<file path="config.mk">
export PLATFORM = sky130hd
export DESIGN_NAME = ipv6_text_address_parser
export DESIGN_NICKNAME = d
export VERILOG_FILES = /design/src/hw/rtl/ip6tp_pkg.sv /design/src/hw/rtl/ipv6_text_address_parser.sv
export SDC_FILE = /design/constraint.sdc
export NUM_CORES = 1
export LEC_CHECK = 0
export ABC_AREA = 1
export BUFFER_PORTS_ARGS = -buffer_cell sky130_fd_sc_hd__buf_2
export CELL_PAD_IN_SITES_DETAIL_PLACEMENT = 1
export CELL_PAD_IN_SITES_GLOBAL_PLACEMENT = 1
export CORE_ASPECT_RATIO = 1.25
export CORE_MARGIN = 2
export CORE_UTILIZATION = 39
export DETAILED_ROUTE_END_ITERATION = 10
export PLACE_DENSITY_LB_ADDON = 0.1
export SLEW_MARGIN = 10
export SYNTH_ARGS = -nofsm -noshare
export SYNTH_HDL_FRONTEND = slang
export SYNTH_SLANG_ARGS = --single-unit
</file>
<file path="constraint.sdc">
create_clock -name clk -period 5 [get_ports clk]
set_input_delay 1.5 -clock clk [delete_from_list [all_inputs] [get_ports clk]]
set_output_delay 1.5 -clock clk [all_outputs]
set_load 0.01 [all_outputs]
</file>
<file path="src/hw/rtl/ip6tp_pkg.sv">
package ip6tp_pkg;

  localparam int unsigned GroupCount = 8;
  localparam int unsigned GroupWidth = 16;

  typedef logic [GroupWidth-1:0] group_t;

  typedef enum logic [1:0] {
    STATUS_OK      = 2'd0,
    STATUS_BAD     = 2'd1,
    STATUS_TWO_GAP = 2'd2
  } status_t;

  localparam logic [7:0] CHAR_COLON = 8'h3A;

  typedef struct packed {
    logic [7:0] char_code;
    logic       is_final;
  } char_item_t;

  typedef struct packed {
    logic [63:0] address_high;
    logic [63:0] address_low;
    logic [1:0]  status;
  } addr_item_t;

  // Hex digit decode: valid flag and nibble value.
  function automatic logic [4:0] hex_decode(input logic [7:0] c);
    logic [4:0] r;
    r = 5'd0;
    if (c >= 8'h30 && c <= 8'h39) begin
      r = {1'b1, 4'(c - 8'h30)};
    end else if (c >= 8'h61 && c <= 8'h66) begin
      r = {1'b1, 4'(c - 8'h57)};
    end else if (c >= 8'h41 && c <= 8'h46) begin
      r = {1'b1, 4'(c - 8'h37)};
    end
    return r;
  endfunction

endpackage

</file>
<file path="src/hw/rtl/ipv6_text_address_parser.sv">
// Channel  | Handshake              | Payload                         | Moves
// -------- | ---------------------- | ------------------------------- | -------------------------
// char     | char_valid, char_ready | char_item (char_code, is_final) | one text character
// addr     | addr_valid, addr_ready | addr_item (address, status)     | one parsed address
//
// One character per cycle unless a final character stalls; state updates on acceptance.
// A final character loads the result register; the address appears in the cycle after.
// The result register parts the two sides: non-final characters are taken while a
// result waits, and a final character stalls only while an untaken result sits there.
// rst is synchronous and active high; it clears the group registers and all flags.
module ipv6_text_address_parser (
  input  logic                   clk,
  input  logic                   rst,
  input  logic                   char_valid,
  output logic                   char_ready,
  input  ip6tp_pkg::char_item_t  char_item,
  output logic                   addr_valid,
  input  logic                   addr_ready,
  output ip6tp_pkg::addr_item_t  addr_item
);
  import ip6tp_pkg::*;

  // Parser state.
  group_t      group_store [GroupCount];
  logic [3:0]  group_count;
  logic        prev_was_separator;
  logic        gap_found;
  logic [2:0]  gap_position;
  status_t     error_code;

  group_t      group_store_next [GroupCount];
  logic [3:0]  group_count_next;
  logic        prev_was_separator_next;
  logic        gap_found_next;
  logic [2:0]  gap_position_next;
  status_t     error_code_next;

  logic        char_fire;
  logic        final_fire;
  logic [4:0]  hex;
  logic [3:0]  count_inc;
  logic [3:0]  tail_start;
  logic [2:0]  last;
  group_t      placed [GroupCount];
  addr_item_t  result;

  // Hold a final character only while a finished address is still untaken.
  assign char_ready = addr_ready || !addr_valid || !char_item.is_final;
  assign char_fire  = char_valid && char_ready;
  assign final_fire = char_fire && char_item.is_final;

  assign hex       = hex_decode(char_item.char_code);
  assign count_inc = group_count + 4'd1;

  // Per-character update. After an error, ignore everything until the final character.
  always_comb begin
    group_store_next        = group_store;
    group_count_next        = group_count;
    prev_was_separator_next = prev_was_separator;
    gap_found_next          = gap_found;
    gap_position_next       = gap_position;
    error_code_next         = error_code;
    if (error_code == STATUS_OK) begin
      if (hex[4]) begin
        // Shift the digit into the current group, keeping the low 16 bits.
        prev_was_separator_next = 1'b0;
        group_store_next[group_count[2:0]] =
          {group_store[group_count[2:0]][GroupWidth-5:0], hex[3:0]};
      end else begin
        group_count_next        = count_inc;
        prev_was_separator_next = 1'b1;
        if (prev_was_separator && gap_found) begin
          // Second gap wins over the character check.
          error_code_next = STATUS_TWO_GAP;
        end else begin
          if (prev_was_separator) begin
            gap_found_next    = 1'b1;
            gap_position_next = group_count[2:0];
          end
          if (char_item.char_code != CHAR_COLON || count_inc >= 4'(GroupCount)) begin
            error_code_next = STATUS_BAD;
          end
        end
      end
    end
  end

  // Final reorder: groups before the gap stay, groups after it move to the tail.
  assign last       = group_count_next[2:0];
  assign tail_start = 4'(GroupCount) + {1'b0, gap_position_next} - {1'b0, last};

  always_comb begin
    for (int p = 0; p < GroupCount; p++) begin
      placed[p] = '0;
      if (error_code_next == STATUS_OK) begin
        if (!gap_found_next) begin
          placed[p] = group_store_next[p];
        end else if (3'(p) < gap_position_next) begin
          placed[p] = group_store_next[p];
        end else if (4'(p) >= tail_start) begin
          // Source group index is p + last - 7, modulo 8.
          placed[p] = group_store_next[3'(p) + last + 3'd1];
        end
      end
    end
    result.address_high = {placed[0], placed[1], placed[2], placed[3]};
    result.address_low  = {placed[4], placed[5], placed[6], placed[7]};
    result.status       = error_code_next;
  end

  // Advance the parser; clear it after the final character.
  always_ff @(posedge clk) begin
    if (rst || final_fire) begin
      for (int g = 0; g < GroupCount; g++) begin
        group_store[g] <= '0;
      end
      group_count        <= '0;
      prev_was_separator <= 1'b0;
      gap_found          <= 1'b0;
      gap_position       <= '0;
      error_code         <= STATUS_OK;
    end else if (char_fire) begin
      group_store        <= group_store_next;
      group_count        <= group_count_next;
      prev_was_separator <= prev_was_separator_next;
      gap_found          <= gap_found_next;
      gap_position       <= gap_position_next;
      error_code         <= error_code_next;
    end
  end

  // Result register.
  always_ff @(posedge clk) begin
    if (rst) begin
      addr_valid <= 1'b0;
    end else if (final_fire) begin
      addr_valid <= 1'b1;
    end else if (addr_ready) begin
      addr_valid <= 1'b0;
    end
  end

  always_ff @(posedge clk) begin
    if (final_fire) begin
      addr_item <= result;
    end
  end

  // Status is never the unused code.
  assert property (@(posedge clk) disable iff (rst)
    addr_valid |-> (addr_item.status <= STATUS_TWO_GAP))
    else $error("undefined status on result");

  // An error result carries a zero address.
  assert property (@(posedge clk) disable iff (rst)
    (addr_valid && addr_item.status != STATUS_OK) |->
      (addr_item.address_high == '0 && addr_item.address_low == '0))
    else $error("error result with nonzero address");

  // A final character leaves the parser cleared.
  assert property (@(posedge clk) disable iff (rst)
    final_fire |=> (group_count == '0 && !gap_found && error_code == STATUS_OK))
    else $error("parser not cleared after final character");

  // Without an error, the gap lies before the current group.
  assert property (@(posedge clk) disable iff (rst)
    (gap_found && error_code == STATUS_OK) |-> ({1'b0, gap_position} < group_count))
    else $error("gap position beyond current group");

  // A final character is never taken over an untaken result.
  assert property (@(posedge clk) disable iff (rst)
    (addr_valid && !addr_ready) |=> $stable(addr_item))
    else $error("result overwritten while stalled");

endmodule

</file>
==> summary.txt <==
Outcome
  • Status: completed

Cells and area
  • ANT cells: 0
  • Area Overhead vs Synth: 15.1%
  • Fin cells: 4159
  • Fillers: 6975
  • Layout cells sized above 1: 11.8%
  • Nets@finish: 3491

Clocking
  • CTS Buf Count: 36
  • Root Buffer: clkbuf_16
  • Post CTS Setup Buffer Count: 0
  • Reg clk slew, reported paths: 0.06 ns
  • Clock Latency Late Sink: 0.59 ns
  • CTS H-tree depth: 2
  • Post-CTS Hold Buffers: 0
  • Max Buffers Root-to-Sink: 3
  • Post-CTS sizing: 0
  • TritonCTS Sinks: 270
  • CTS tree: done

Logic synthesis
  • Sequential share of the synthesized area: 33.1%
  • Yosys top cell by area: nand2_1
  • Synthesized area per cell: 6.04 µm²
  • Post-synth ARST share: 0%
  • Synth cell count leaders: nand2_1, nand3_1, nor2_1
  • Synth top area cells: nand2_1, edfxtp_1, dfxtp_1
  • Ys Warns: 0
  • Primary FF master, synth: dfxtp_1
  • Synth cell types: 44
  • Total nets after synthesis: 3377
  • Cell Area, Synth: 20300 µm²
  • FF+latch count, synth: 270
  • Post-synth EDFFs: 130
  • Most common cell in the netlist: nand2_1
  • Mapped Cells: 3353
  • Area share of the largest cell type after synthesis: 22.0%

Floorplan
  • Die area: 53800 µm²
  • FP Rows: 93
  • Core Footprint: 51400 µm²
  • Die width: 208 µm
  • Boundary Pins: 145
  • Starting density of the core: 39.4%
  • Die H: 259 µm

Detailed routing
  • Routed len/inst: 30.0 µm
  • DRT antenna net count: 0
  • Detailed Routing Iterations Pass 1: 6
  • Post-Route WL: 125000 µm
  • First DRT Iteration DRCs: 3103
  • Routed vias: 25600
  • # DRC: 0
  • Via/cell ratio: 6.15

STA
  • RSZ-0062 raised after global routing: no
  • Hold Vio Cnt, Final: 0
  • Worst clock skew: 0.0262 ns
  • Tightest Pin Transition: 1.22 ns
  • Max Slew Vio Count: 0
  • Max Clock Freq: 209 MHz
  • Final setup viols: 0
  • Final worst-path cycle share: 95.9%
  • Final period demand of the worst path: 4.79 ns
  • Slew Limit Headroom: 17.7%

Placed design
  • Post-DP HPWL: 93900 µm
  • GP Congestion: 1.07
  • Placed insts: 4094
  • Port Buf Inserts: 144

Power and ir drop
  • Leakage: 0.0115 µW
  • Pwr dens: 398 nW/µm²
  • Power Total: 9280 µW
  • VDD IR-drop max: 0.000265 V

Critical path
  • Critical path origin: group_count[0]$_SDFFE_PP0P_
  • Startpoint Class: flip-flop
  • Worst Path Required: 5.31 ns
  • Critical path capture point type: flip-flop
  • Crit path DAT: 5.11 ns
  • Crit path kind: reg2reg
  • Crit path max fanout: 15
  • R2r startpoint: group_count[0]$_SDFFE_PP0P_

Global routing
  • Initial antenna violation count: 5
  • First-pass GRT wire length: 179000 µm
  • GRT Residual Overflow: 0
  • Largest net degree at the start of global routing: 81
  • Gr usage total: 45.5%
  • Vias in the first global route: 25400

Min path
  • Hold Path Class: reg2reg
  • Critical hold path startpoint: group_store[53]$_SDFFE_PP0P_

Job
  • Max-Cap Viols: 0
==> final cells by class <==
type / count / area (µm²) / share of cell area (%)
Clock buffer: 46 / 980 / 4.20
Timing Repair Buffer: 284 / 1980 / 8.51
Clock inverter: 19 / 154 / 0.660
Multi-Input combinational cell: 2582 / 11600 / 49.5
Sequential cell: 270 / 6710 / 28.8
Tap cell: 665 / 832 / 3.57
Inverter: 293 / 1110 / 4.75
==> per-stage QoR <==
step	TNS (ns)	util (%)	cell area, µm²	worst slack [ns]	hold WS (ns)
3_5_place_dp	-0.552	43.1	22200	-0.119	0.468
6_report	0	45.3	23300	0.206	0.487
2_1_floorplan	0	-	20300	0.149	0.447
4_1_cts	0	45.3	23300	0.450	0.484
3_3_place_gp	-0.116	43.1	22200	-0.0672	0.463
5_1_grt	0	45.3	23300	0.150	0.516
==> worst paths after layout <==
path,endpoint,slack [ns],depth (start not counted)
worst max-delay path,addr_item[48]$_SDFFCE_PP0P_,0.21,15
worst min-delay path,group_store[53]$_SDFFE_PP0P_,0.49,2
worst max register to register,addr_item[48]$_SDFFCE_PP0P_,0.21,15
worst min register to register,group_store[53]$_SDFFE_PP0P_,0.49,2
==> worst max-delay path, cell delays in order, from the launching register on <==
cell,delay (ns)
dfxtp_2,0.33
inv_1,0.37
nand2_2,0.46
inv_1,0.39
nand2_1,0.19
nand3b_1,0.13
inv_1,0.08
nand2_1,0.48
o21ai_0,1.18
nand2_1,0.18
nand2_1,0.17
nand2_1,0.07
a21oi_1,0.22
nor2_1,0.08
nor2_1,0.12
nor2_1,0.06
==> sequential cells by signal, indices dropped and copies added (netlist names) <==
| register | count |
|---|---|
| gap_position | 3 |
| gap_found | 1 |
| addr_valid | 1 |
| addr_item | 130 |
| error_code | 2 |
| group_count | 4 |
| group_store | 128 |
| prev_was_separator | 1 |
==> cell usage in the layout (no fill, tap or decap), types with 8 or more instances in the layout <==
master     instances
nand2_1         1184
nand3_1          530
nor2_1           283
inv_1            274
o21ai_0          258
a21oi_1          180
buf_2            144
dfxtp_1          139
edfxtp_1         130
buf_4            123
clkbuf_16         37
o211ai_1          30
o21ai_1           20
buf_12            17
inv_2             15
nand2_2           14
ha_1              10
nand3_2            8
clkinv_2           8
==> power by group <==
| group | switching (µW) | internal [µW] | total [µW] |
|---|---|---|---|
| Clock | 1140 | 1490 | 2630 |
| Combinational | 3080 | 1070 | 4150 |
| Sequential | 74.1 | 2420 | 2500 |
| Total | 4300 | 4990 | 9280 |
==> cell families after synthesis <==
logic type	after synthesis	share of synthesized area, %
simple gates	2058	42.6
compound gates	509	13.3
buf+inv	501	10.0
flops	270	33.1
fa+ha+maj	11	0.717
xor+xnor	4	0.210
==> per-layer routing <==
layer	wire [µm]	track usage [%]	vias to the layer above	part of all wire, %
met5	23	0	-	0.018
met4	11400	34.2	4	9.2
met3	13400	10.7	452	11
met2	53000	69.1	1631	42
met1	47000	56.1	12400	38
li1	-	-	11100	-
(Power assumes the default switching activity.)
